===== config.mk =====
export PLATFORM = sky130hd
export DESIGN_NAME = framed_packet_receiver
export DESIGN_NICKNAME = d
export VERILOG_FILES = /design/src/design/fpr_pkg.sv /design/src/design/fpr_ram.sv /design/src/design/framed_packet_receiver.sv
export SDC_FILE = /design/constraint.sdc
export NUM_CORES = 2
export LEC_CHECK = 0
export BUFFER_PORTS_ARGS = -buffer_cell sky130_fd_sc_hd__buf_2
export CAP_MARGIN = 40
export CORE_MARGIN = 10
export CORE_UTILIZATION = 40
export DETAILED_ROUTE_END_ITERATION = 8
export HOLD_SLACK_MARGIN = 0.03
export SLEW_MARGIN = 20
export SYNTH_ARGS = -nofsm -noshare
export SYNTH_HDL_FRONTEND = slang
export SYNTH_HIERARCHICAL = 1
export SYNTH_SLANG_ARGS = --single-unit

===== constraint.sdc =====
create_clock -name clk_i -period 7.95 [get_ports clk_i]
set_clock_uncertainty 0.1 [all_clocks]
set_input_delay 0.795 -clock clk_i [delete_from_list [all_inputs] [get_ports clk_i]]
set_output_delay 0.795 -clock clk_i [all_outputs]
set_load 0.05 [all_outputs]

===== src/design/fpr_pkg.sv =====
// Shared types and constants of the framed packet receiver.
// Status codes, register indexes, reset values and the CRC8 step.
package fpr_pkg;

  typedef enum logic [2:0] {
    ST_CONTINUE = 3'd0,
    ST_NEW      = 3'd1,
    ST_CRC_ERR  = 3'd2,
    ST_LEN_ERR  = 3'd3,
    ST_STOP_ERR = 3'd4,
    ST_STALE    = 3'd5
  } status_e;

  typedef enum logic [1:0] {
    REG_TIMEOUT = 2'd0,
    REG_START   = 2'd1,
    REG_STOP    = 2'd2,
    REG_NONE    = 2'd3
  } reg_idx_e;

  localparam logic [31:0] TIMEOUT_RESET = 32'd50;
  localparam logic [7:0]  START_RESET   = 8'd126;
  localparam logic [7:0]  STOP_RESET    = 8'd129;
  localparam logic [7:0]  CRC_POLY      = 8'h9B;

  // One byte of CRC8, MSB first.
  function automatic logic [7:0] crc8_update(logic [7:0] crc, logic [7:0] b);
    logic [7:0] c;
    c = crc ^ b;
    for (int i = 0; i < 8; i++) begin
      c = c[7] ? ((c << 1) ^ CRC_POLY) : (c << 1);
    end
    return c;
  endfunction

endpackage


===== src/design/fpr_ram.sv =====
// Generic single-write, single-read RAM with registered read data.
// Depends on nothing.
module fpr_ram #(
  parameter int WIDTH = 8,
  parameter int DEPTH = 254
) (
  input  logic                                        clk_i,
  input  logic                                        we_i,
  input  logic [((DEPTH > 1) ? $clog2(DEPTH) : 1)-1:0] waddr_i,
  input  logic [WIDTH-1:0]                            wdata_i,
  input  logic                                        re_i,
  input  logic [((DEPTH > 1) ? $clog2(DEPTH) : 1)-1:0] raddr_i,
  output logic [WIDTH-1:0]                            rdata_o
);

  logic [WIDTH-1:0] mem_q [DEPTH];

  always_ff @(posedge clk_i) begin
    if (we_i) begin
      mem_q[waddr_i] <= wdata_i;
    end
    if (re_i) begin
      rdata_o <= mem_q[raddr_i];
    end
  end

endmodule


===== src/design/framed_packet_receiver.sv =====
// Framed packet receiver: start/id/overhead/length/payload/CRC8/stop parser
// with on-the-fly unstuffing. Uses fpr_pkg and fpr_ram.
//
// Usage: one beat on the input channel carries either a line byte
// (req_type_i = 0) with its millisecond timestamp, or a read of a stored
// payload byte (req_type_i = 1, read_index_i). Every accepted beat gives
// exactly one result beat: status, id of the last good packet, its length
// (0 after a line beat that does not end a good packet), and the read
// byte (0 for line bytes). The result is registered: it is valid in the
// cycle after the input beat is accepted. One beat per cycle is taken while
// results are taken; the parser, the CRC8 step and the payload store (one
// write port, one registered read port) all finish a beat as it is accepted.
// When the result is not taken, the result register holds and in_ready_o
// drops until it is taken; in_ready_o follows out_ready_i in that cycle.
// Reset clears the parser to seeking start, disarms the timer, restores
// timeout 50 ms, start byte 126 and stop byte 129. The payload store is not
// cleared; only written bytes may be read back.
// Registers over APB: timeout at 0x0, start byte at 0x4, stop byte at 0x8.
module framed_packet_receiver #(
  parameter int MAX_PAYLOAD = 254
) (
  input  logic               clk_i,
  input  logic               rst_ni,
  input  logic               in_valid_i,
  output logic               in_ready_o,
  input  logic               req_type_i,
  input  logic [7:0]         data_byte_i,
  input  logic [31:0]        now_ms_i,
  input  logic [7:0]         read_index_i,
  output logic               out_valid_o,
  input  logic               out_ready_i,
  output fpr_pkg::status_e   status_o,
  output logic [7:0]         good_id_o,
  output logic [7:0]         packet_len_o,
  output logic [7:0]         read_data_o,
  input  logic               psel,
  input  logic               penable,
  input  logic               pwrite,
  input  logic [3:0]         paddr,
  input  logic [31:0]        pwdata,
  output logic [31:0]        prdata,
  output logic               pready
);
  import fpr_pkg::*;

  localparam int          AW      = (MAX_PAYLOAD > 1) ? $clog2(MAX_PAYLOAD) : 1;
  localparam logic [7:0]  MaxPay8 = 8'(MAX_PAYLOAD);
  localparam logic [8:0]  MaxPay9 = 9'(MAX_PAYLOAD);

  typedef enum logic [2:0] {
    PH_START    = 3'd0,
    PH_ID       = 3'd1,
    PH_OVERHEAD = 3'd2,
    PH_LEN      = 3'd3,
    PH_PAYLOAD  = 3'd4,
    PH_CRC      = 3'd5,
    PH_STOP     = 3'd6
  } phase_e;

  // Configuration registers.
  logic [31:0] timeout_q;
  logic [7:0]  start_byte_q;
  logic [7:0]  stop_byte_q;
  reg_idx_e    cfg_idx;
  logic        cfg_wr;

  assign pready  = 1'b1;
  assign cfg_idx = reg_idx_e'(paddr[3:2]);
  assign cfg_wr  = psel && penable && pwrite;

  always_ff @(posedge clk_i or negedge rst_ni) begin
    if (!rst_ni) begin
      timeout_q    <= TIMEOUT_RESET;
      start_byte_q <= START_RESET;
      stop_byte_q  <= STOP_RESET;
    end else if (cfg_wr) begin
      unique case (cfg_idx)
        REG_TIMEOUT: timeout_q    <= pwdata;
        REG_START:   start_byte_q <= pwdata[7:0];
        REG_STOP:    stop_byte_q  <= pwdata[7:0];
        default:     ;
      endcase
    end
  end

  always_comb begin
    unique case (cfg_idx)
      REG_TIMEOUT: prdata = timeout_q;
      REG_START:   prdata = {24'd0, start_byte_q};
      REG_STOP:    prdata = {24'd0, stop_byte_q};
      default:     prdata = '0;
    endcase
  end

  // Parser state.
  phase_e      phase_q, phase_d;
  logic [7:0]  frame_id_q, frame_id_d;
  logic [7:0]  expected_len_q, expected_len_d;
  logic [7:0]  byte_count_q, byte_count_d;
  logic [7:0]  crc_q, crc_d;
  logic [7:0]  unstuff_next_q, unstuff_next_d;
  logic        chain_active_q, chain_active_d;
  logic        timer_armed_q, timer_armed_d;
  logic [31:0] start_time_q, start_time_d;
  logic [7:0]  last_id_q, last_id_d;
  logic [7:0]  valid_len_q, valid_len_d;
  status_e     status_d;

  // Result register.
  logic        out_valid_q;
  status_e     status_q;
  logic [7:0]  good_id_q;
  logic [7:0]  packet_len_q;
  logic        rd_sel_q;

  logic        in_fire;
  logic [31:0] limit;
  logic        stale;
  logic [8:0]  chain_sum;
  logic        ram_we;
  logic [7:0]  ram_wdata;
  logic        ram_re;
  logic [7:0]  ram_rdata;
  logic        rd_in_range;

  assign in_ready_o  = !out_valid_q || out_ready_i;
  assign in_fire     = in_valid_i && in_ready_o;
  assign limit       = (timeout_q == '0) ? TIMEOUT_RESET : timeout_q;
  assign stale       = timer_armed_q && ((now_ms_i - start_time_q) >= limit);
  assign chain_sum   = {1'b0, byte_count_q} + {1'b0, data_byte_i};
  assign rd_in_range = read_index_i < MaxPay8;
  assign ram_re      = in_fire && req_type_i && rd_in_range;

  always_comb begin
    phase_d        = phase_q;
    frame_id_d     = frame_id_q;
    expected_len_d = expected_len_q;
    byte_count_d   = byte_count_q;
    crc_d          = crc_q;
    unstuff_next_d = unstuff_next_q;
    chain_active_d = chain_active_q;
    timer_armed_d  = timer_armed_q;
    start_time_d   = start_time_q;
    last_id_d      = last_id_q;
    valid_len_d    = valid_len_q;
    status_d       = ST_CONTINUE;
    ram_we         = 1'b0;
    ram_wdata      = data_byte_i;

    if (in_fire && !req_type_i) begin
      valid_len_d = '0;
      if (stale) begin
        // Drop the byte and abandon the frame.
        phase_d       = PH_START;
        timer_armed_d = 1'b0;
        status_d      = ST_STALE;
      end else begin
        unique case (phase_q)
          PH_START: begin
            if (data_byte_i == start_byte_q) begin
              phase_d       = PH_ID;
              timer_armed_d = 1'b1;
              start_time_d  = now_ms_i;
            end
          end
          PH_ID: begin
            frame_id_d = data_byte_i;
            phase_d    = PH_OVERHEAD;
          end
          PH_OVERHEAD: begin
            unstuff_next_d = data_byte_i;
            chain_active_d = data_byte_i < MaxPay8;
            phase_d        = PH_LEN;
          end
          PH_LEN: begin
            if (data_byte_i == '0 || data_byte_i > MaxPay8) begin
              phase_d       = PH_START;
              timer_armed_d = 1'b0;
              status_d      = ST_LEN_ERR;
            end else begin
              expected_len_d = data_byte_i;
              byte_count_d   = '0;
              crc_d          = '0;
              phase_d        = PH_PAYLOAD;
            end
          end
          PH_PAYLOAD: begin
            if (byte_count_q < MaxPay8) begin
              crc_d = crc8_update(crc_q, data_byte_i);
              if (chain_active_q && byte_count_q == unstuff_next_q) begin
                // Restore the start byte; advance or end the chain.
                ram_wdata = start_byte_q;
                if (data_byte_i == '0 || chain_sum >= MaxPay9) begin
                  chain_active_d = 1'b0;
                end else begin
                  unstuff_next_d = chain_sum[7:0];
                end
              end
              ram_we       = 1'b1;
              byte_count_d = byte_count_q + 8'd1;
            end
            if (byte_count_d >= expected_len_q || byte_count_d >= MaxPay8) begin
              phase_d = PH_CRC;
            end
          end
          PH_CRC: begin
            if (data_byte_i != crc_q) begin
              phase_d       = PH_START;
              timer_armed_d = 1'b0;
              status_d      = ST_CRC_ERR;
            end else begin
              phase_d = PH_STOP;
            end
          end
          PH_STOP: begin
            phase_d       = PH_START;
            timer_armed_d = 1'b0;
            if (data_byte_i == stop_byte_q) begin
              valid_len_d = expected_len_q;
              last_id_d   = frame_id_q;
              status_d    = ST_NEW;
            end else begin
              status_d = ST_STOP_ERR;
            end
          end
          default: phase_d = PH_START;
        endcase
      end
    end
  end

  always_ff @(posedge clk_i or negedge rst_ni) begin
    if (!rst_ni) begin
      phase_q        <= PH_START;
      frame_id_q     <= '0;
      expected_len_q <= '0;
      byte_count_q   <= '0;
      crc_q          <= '0;
      unstuff_next_q <= '0;
      chain_active_q <= 1'b0;
      timer_armed_q  <= 1'b0;
      start_time_q   <= '0;
      last_id_q      <= '0;
      valid_len_q    <= '0;
      out_valid_q    <= 1'b0;
      status_q       <= ST_CONTINUE;
      good_id_q      <= '0;
      packet_len_q   <= '0;
      rd_sel_q       <= 1'b0;
    end else begin
      phase_q        <= phase_d;
      frame_id_q     <= frame_id_d;
      expected_len_q <= expected_len_d;
      byte_count_q   <= byte_count_d;
      crc_q          <= crc_d;
      unstuff_next_q <= unstuff_next_d;
      chain_active_q <= chain_active_d;
      timer_armed_q  <= timer_armed_d;
      start_time_q   <= start_time_d;
      last_id_q      <= last_id_d;
      valid_len_q    <= valid_len_d;
      if (in_fire) begin
        out_valid_q  <= 1'b1;
        status_q     <= status_d;
        good_id_q    <= last_id_d;
        packet_len_q <= valid_len_d;
        rd_sel_q     <= req_type_i && rd_in_range;
      end else if (out_ready_i) begin
        out_valid_q <= 1'b0;
      end
    end
  end

  fpr_ram #(
    .WIDTH (8),
    .DEPTH (MAX_PAYLOAD)
  ) u_store (
    .clk_i   (clk_i),
    .we_i    (ram_we),
    .waddr_i (byte_count_q[AW-1:0]),
    .wdata_i (ram_wdata),
    .re_i    (ram_re),
    .raddr_i (read_index_i[AW-1:0]),
    .rdata_o (ram_rdata)
  );

  assign out_valid_o  = out_valid_q;
  assign status_o     = status_q;
  assign good_id_o    = good_id_q;
  assign packet_len_o = packet_len_q;
  assign read_data_o  = rd_sel_q ? ram_rdata : '0;

endmodule


# ---- Yosys cells after proc, flatten, opt, wreduce, memory -nomap -nowiden
# Memories as Yosys holds them, arrays and structs flattened. A register that Yosys moved wholly into a read port is not among the register bits.
# Cells that the tools add are included.
dict set report op_classes {
  eq_ne 21
  reduce_logical 35
  n_addsub 3
  order_cmp 8
  bitwise 11
  n_mux 65
}
# op n
set op_table {}
lappend op_table {{$mux W8} 31}
lappend op_table {{$pmux W32 S3} 1}
lappend op_table {{$pmux W8 S2} 3}
lappend op_table {{$not A5 Y5} 8}
lappend op_table {{$ge A32 B32 Y1} 1}
lappend op_table {{$logic_not A32 Y1} 1}
lappend op_table {{$mux W32} 1}
lappend op_table {{$sub A32 B32 Y32} 1}
lappend op_table {{$eq A8 B8 Y1} 3}
lappend op_table {{$lt A8 B8 Y1 const B} 3}
lappend op_table {{$mux W3} 8}
lappend op_table {{$pmux W3 S6} 1}
lappend op_table {{$mux W1} 15}
lappend op_table {{$ne A3 B3 Y1 const B} 4}
lappend op_table {{$reduce_and A4 Y1} 3}
lappend op_table {{$reduce_and A6 Y1} 2}
lappend op_table {{$ne A2 B2 Y1 const B} 5}
lappend op_table {{$reduce_and A5 Y1} 2}
lappend op_table {{$add A8 B8 Y9} 1}
lappend op_table {{$eq A3 B3 Y1 const B} 3}
lappend op_table {{$ge A9 B8 Y1 const B} 1}
lappend op_table {{$logic_and A1 B1 Y1} 9}
lappend op_table {{$pmux W3 S3} 1}
lappend op_table {{$add A8 B1 Y8 const B} 1}
lappend op_table {{other kinds (22)} 34}
dict set report word_totals {
  ff_bits 162
  out_inout_bits 62
  ram_bits 2032
  mem_count 1
  in_bits 92
  wordCells 163
}
# memory words width rd rd_clocked_by_memory_dff wr line_no
set memory_table {}
lappend memory_table {u_store.mem_q 254 8 1 1 1 fpr_ram.sv:16} ;# logic [WIDTH-1:0] mem_q [DEPTH];

# ---- Longest topological paths before layout
dict set report logic_depth {
  word_depth 19
  mapped_depth 25
  ltp_nobuf 22
}

# ---- Cells and area by module
# Netlist, hierarchy kept.
# module n_inst area_per_inst_um2 cells_each seq_area_each_um2
set by_module_without_submodules {}
lappend by_module_without_submodules {fpr_ram 1 79741.5 3674 61258.8}
lappend by_module_without_submodules {framed_packet_receiver 1 10700.3 1144 4067.7}

# ---- Worst setup path before layout
# OpenSTA, ideal clock, no wires.
dict set report synth_timing {
  path_type {input to register}
  startpoint {input port now_ms_i[4]}
  endpoint {memory u_store.mem_q[0][1], data pin}
  required_ps 7296
  path_stages 19
  n_path_buf 1
  t_arrival_ps 6932
  setup_slack_ps 364
  path_cell_list {ha_1 > a21oi_1 > nand2_1 > a41oi_1 > o211ai_1 > a2111oi_0 > o21ai_0 > a2111o_1 > nand3_1 > ha_1 > nand4_2 > nor3_1 > a221oi_1 > a31oi_1 > nor3_2 > nand2_2 > or4_1 > buf_2 > mux2_2}
}
dict set report synth_via {
  elab_chain_len 5
}
# item line_no
set synth_rtl {}
lappend synth_rtl {{start, declared} framed_packet_receiver.sv:28} ;# input logic [31:0] now_ms_i,
lappend synth_rtl {{$sub A32 B32 Y32} framed_packet_receiver.sv:129} ;# assign stale = timer_armed_q && ((now_ms_i - start_time_q) >= limit);
lappend synth_rtl {{$ge A32 B32 Y1} framed_packet_receiver.sv:129}
lappend synth_rtl {{$logic_and A1 B1 Y1} framed_packet_receiver.sv:129}
lappend synth_rtl {{$mux W8} framed_packet_receiver.sv:152} ;# if (stale) begin
lappend synth_rtl {{$mux W8} framed_packet_receiver.sv:150} ;# if (in_fire && !req_type_i) begin
lappend synth_rtl {{named net ram_wdata[1]} framed_packet_receiver.sv:121} ;# logic [7:0] ram_wdata;
lappend synth_rtl {{end, declared} fpr_ram.sv:16}
# The timed path passes the listed nets, and every way through them passes these cells.

# ---- Worst setup path after layout
dict set report layout_timing {
  startpoint {register start_time_q[0]}
  endpoint {memory u_store.mem_q[148][5], enable pin}
}
dict set report layout_via {
  elab_chain_len 7
}
# item line_no
set layout_rtl {}
lappend layout_rtl {{start, declared} framed_packet_receiver.sv:104} ;# logic [31:0] start_time_q, start_time_d;
lappend layout_rtl {{start signal, assigned} framed_packet_receiver.sv:259} ;# start_time_q <= start_time_d;
lappend layout_rtl {{$sub A32 B32 Y32} framed_packet_receiver.sv:129}
lappend layout_rtl {{$ge A32 B32 Y1} framed_packet_receiver.sv:129}
lappend layout_rtl {{$logic_and A1 B1 Y1} framed_packet_receiver.sv:129}
lappend layout_rtl {{$mux W1} framed_packet_receiver.sv:152}
lappend layout_rtl {{$mux W1} framed_packet_receiver.sv:150}
lappend layout_rtl {{named net ram_we} framed_packet_receiver.sv:120} ;# logic ram_we;
lappend layout_rtl {{$mux W1} fpr_ram.sv:19} ;# if (we_i) begin
lappend layout_rtl {{$mux W1 (implied by the code)} fpr_ram.sv:20} ;# mem_q[waddr_i] <= wdata_i;
# The timed path passes the listed nets, and every way through them passes these cells.

==> summary.md <==
| Metric | Value |
|---|---|
| Post-route ant nets | `0` |
| Commonest non-fill, non-tap cells in the layout | `edfxtp_1, mux4_2, nor2_1` |
| Critical Path RT | `8.34 ns` |
| Detail Route met2 WL | `117000 microns` |
| Gate power share | `9.9%` |
| PostCTS Resize Cnt | `0` |
| Post-CTS setup buffers | `0` |
| Largest net degree at the start of global routing | `147` |
| DP HPWL | `154000 microns` |
| Sw Share | `24.6%` |
| Worst r2r src | `start_time_q[0]` |
| GR Overflow Total | `0` |
| Area growth from synthesis to layout | `14.2%` |
| FF+latch count, synth | `2202` |
| Internal power | `19.5 mW` |
| Worst hold path type | `primary input to register` |
| Bufs on Longest Clock Path | `3` |
| Clock root cell | `clkbuf_16` |
| GRT Total Usage | `19.5%` |
| Critical path peak fanout | `19` |
| DRC viols | `0` |
| Reg power frac | `50.4%` |
| Routed WL | `243000 microns` |
| Max Clock Freq | `144 MHz` |
| Pwr dens | `251 nW/um^2` |
| Synth cell types | `86` |
| Status | `finished, final reports clean` |
| Num rows | `174` |
| Worst setup path start | `start_time_q[0]` |
| Maxcap violations | `0` |
| First-pass GRT wire length | `351000 microns` |
| Initial antenna violation count | `21` |
| Final slew viol count | `0` |
| Vias in the first global route | `48.4k` |
| Clock transition at path regs | `0.06 ns` |
| Detailed Route Iter0 Violations | `5314` |
| TNS Setup | `0 ns` |
| Hold_buf cts | `17` |
| Syn Area/Cell | `18.8 sq um` |
| Ys async rst share | `7.36%` |
| Final WS setup | `0.989 ns` |
| IO Count | `154` |
| Main flop type after synthesis | `edfxtp_1` |
| Die Area | `246000 sq um` |
| Seq/Total Area, Yosys | `72.2%` |
| # H-tree levels | `4` |
| RSZ-0062 raised after global routing | `no` |
| Hold Violations, Final | `0` |
| CTS sink cnt | `2202` |
| Post-synth net total | `4993` |
| Nets | `5386` |
| Crit Path Category | `register to register` |
| RePlAce Congestion | `0.859` |
| Leak | `34.1 nW` |
| Setup crit start kind | `register` |
| Clock power share | `39.6%` |
| Die width | `496 microns` |
| Buf/Inv on CP | `4` |
| Worst-path cell with the longest stage delay | `nor2_1` |
| Fin util | `45.9%` |
| R2R depth | `23` |
| Critical Path Stages | `23` |
| Worst-Skew Late Latency | `0.87 ns` |
| Max rail drop VDD | `0.244 mV` |
| Syn Std Cell Area | `90400 sq um` |
| WL/cell | `28.9 microns` |
| Fraction of layout cells with a size suffix above 1 | `25.4%` |
| Starting Density | `40.2%` |
| M1 WL | `97700 microns` |
| Vias | `48.3k` |
| Cells after synthesis | `4818` |
| Final period utilization | `87.6%` |
| Met3 wire len | `18600 microns` |
| Final setup viols | `0` |
| CTS tree | `built` |
| Worst Setup EP | `u_store/mem_q[148][5]` |
| Worst R2R Setup Slack | `0.99 ns` |
| Highest metal used | `met5` |
| Worst Tran Pin Value | `0.950 ns` |
| Net Sw Power | `6.38 mW` |
| Fin crit period | `6.96 ns` |
| Worst r2r dst | `u_store/mem_q[148][5]` |
| Crit path capture type | `register` |
| Yosys Warn Count | `6` |
| Critical path, cell by cell | `ha_1 > inv_1 > fa_1 > a211oi_1 > o21bai_1 > o21ai_0 > a2111oi_0 > o2111ai_1 > a21boi_0 > nor4_1 > a311o_1 > ha_1 > nand4_2 > nor3_1 > a221oi_1 > a31oi_1 > nor3_2 > nand2_2 > buf_4 > inv_1 > buf_4 > nand3_1 > nor2_1` |
| Core Area | `225000 sq um` |
| CP peak stage delay | `0.88 ns` |
| DRT Pass-1 Iters | `6` |
| Die height | `496 microns` |
| Post-Place Worst Slack | `0.414 ns` |
| Critical path arrival | `7.35 ns` |
| IO buf count | `150` |
| Via density per instance | `5.75` |
| Family with the most delay on the worst path | `compound AO/OA/AOI/OAI gates` |
| Num CTS Buffers | `217` |
| Slew headroom | `36.3%` |
| Commonest non-fill, non-tap cell in the layout | `edfxtp_1` |
| Post-synth EDFFs | `2040` |
==> power groups by stage <==
stage | clock [mW] | combinational (mW) | sequential, mW
finish | 10.2 | 2.57 | 13.1
global route | 10.9 | 2.78 | 13.1
CTS | 10.4 | 2.55 | 13.1
detailed placement | 0 | 2.53 | 13.3
global placement | 0 | 2.47 | 13.3
floorplan | 0 | 1.68 | 13.2
==> layout make-up <==
class,instances,area [sq um]
multi-input cells,2249,23200
clock inverters,139,1390
repair buffers,445,3500
inverters,96,363
well taps,2992,3740
diodes,8,20.0
fillers,18900,122000
clock buffers,269,5760
flip-flops and latches,2202,65300
==> cell usage after synthesis (all sizes together) (8+ instances only) <==
master	n	area share (%)
a2111oi	12	0.12
a211oi	35	0.30
a21o	14	0.12
a21oi	107	0.60
a221oi	9	0.087
a22o	15	0.15
a22oi	28	0.23
a31oi	23	0.16
a32oi	8	0.077
and2	21	0.15
and3	10	0.069
buf	150	1.4
clkbuf	121	0.51
dfrtp	151	4.2
dfstp	11	0.32
edfxtp	2040	68
ha	81	1.1
inv	96	0.40
mux2	122	1.5
mux2i	99	1.1
mux4	522	13
nand2	257	1.1
nand2b	24	0.17
nand3	67	0.37
nand4	28	0.20
nor2	322	1.3
nor2b	37	0.26
nor3	54	0.30
nor4	21	0.15
o211ai	8	0.066
o21ai	106	0.59
o21bai	8	0.066
o221ai	11	0.11
o22ai	26	0.18
o31ai	10	0.083
xnor2	57	0.55
xor2	23	0.22
==> flip-flops by register name, indices dropped and copies added, names as in the netlist, 3 cells and up <==
name	count
byte_count_q	8
crc_q	8
expected_len_q	8
frame_id_q	8
good_id_o	8
last_id_q	8
packet_len_o	8
phase_q	3
start_byte_q	8
start_time_q	32
status_o	3
stop_byte_q	8
timeout_q	32
u_store/mem_q	2032
u_store/rdata_o	8
unstuff_next_q	8
valid_len_q	8
==> stage by stage <==
| step | instance area [sq um] | std cells | power (mW) | hold WS (ns) |
|---|---|---|---|---|
| CTS | 103000 | 8312 | 26.1 | 0.0375 |
| finish | 103000 | 8400 | 25.9 | 0.104 |
| floorplan | 90400 | 4818 | 14.9 | 0.339 |
| global route | 103000 | 8397 | 26.8 | 0.0676 |
| global placement | 94700 | 7819 | 15.8 | 0.350 |
| detailed placement | 95300 | 7887 | 15.8 | 0.362 |
==> cell families after synthesis <==
| group | Yosys count | synth area share (%) |
|---|---|---|
| flip-flops | 2202 | 72.2 |
| AND/OR/NAND/NOR | 867 | 4.29 |
| multiplexers | 743 | 15.8 |
| AO/OA/AOI/OAI | 475 | 3.48 |
| buffers and inverters | 367 | 2.30 |
| adder cells (fa/ha/maj) | 83 | 1.16 |
| XOR/XNOR | 80 | 0.775 |
| other | 1 | 0.00415 |
==> worst min-delay path by stage <==
stage | cells after the start | from | endpoint
floorplan | 2 | valid_len_q[0] | valid_len_q[0]
global placement | 2 | valid_len_q[3] | valid_len_q[3]
detailed placement | 2 | valid_len_q[3] | valid_len_q[3]
CTS | 2 | now_ms_i[8] | start_time_q[8]
global route | 2 | now_ms_i[8] | start_time_q[8]
finish | 2 | now_ms_i[2] | start_time_q[2]
==> routing by layer <==
| metal | GRT usage, % | up-vias |
|---|---|---|
| met2 | 31.6 | 1932 |
| met3 | 3.95 | 479 |
| li1 | - | 20200 |
| met5 | 0 | - |
| met1 | 26.2 | 25700 |
| met4 | 6.97 | 10 |
No activity file was read; power rests on OpenSTA's default activity.
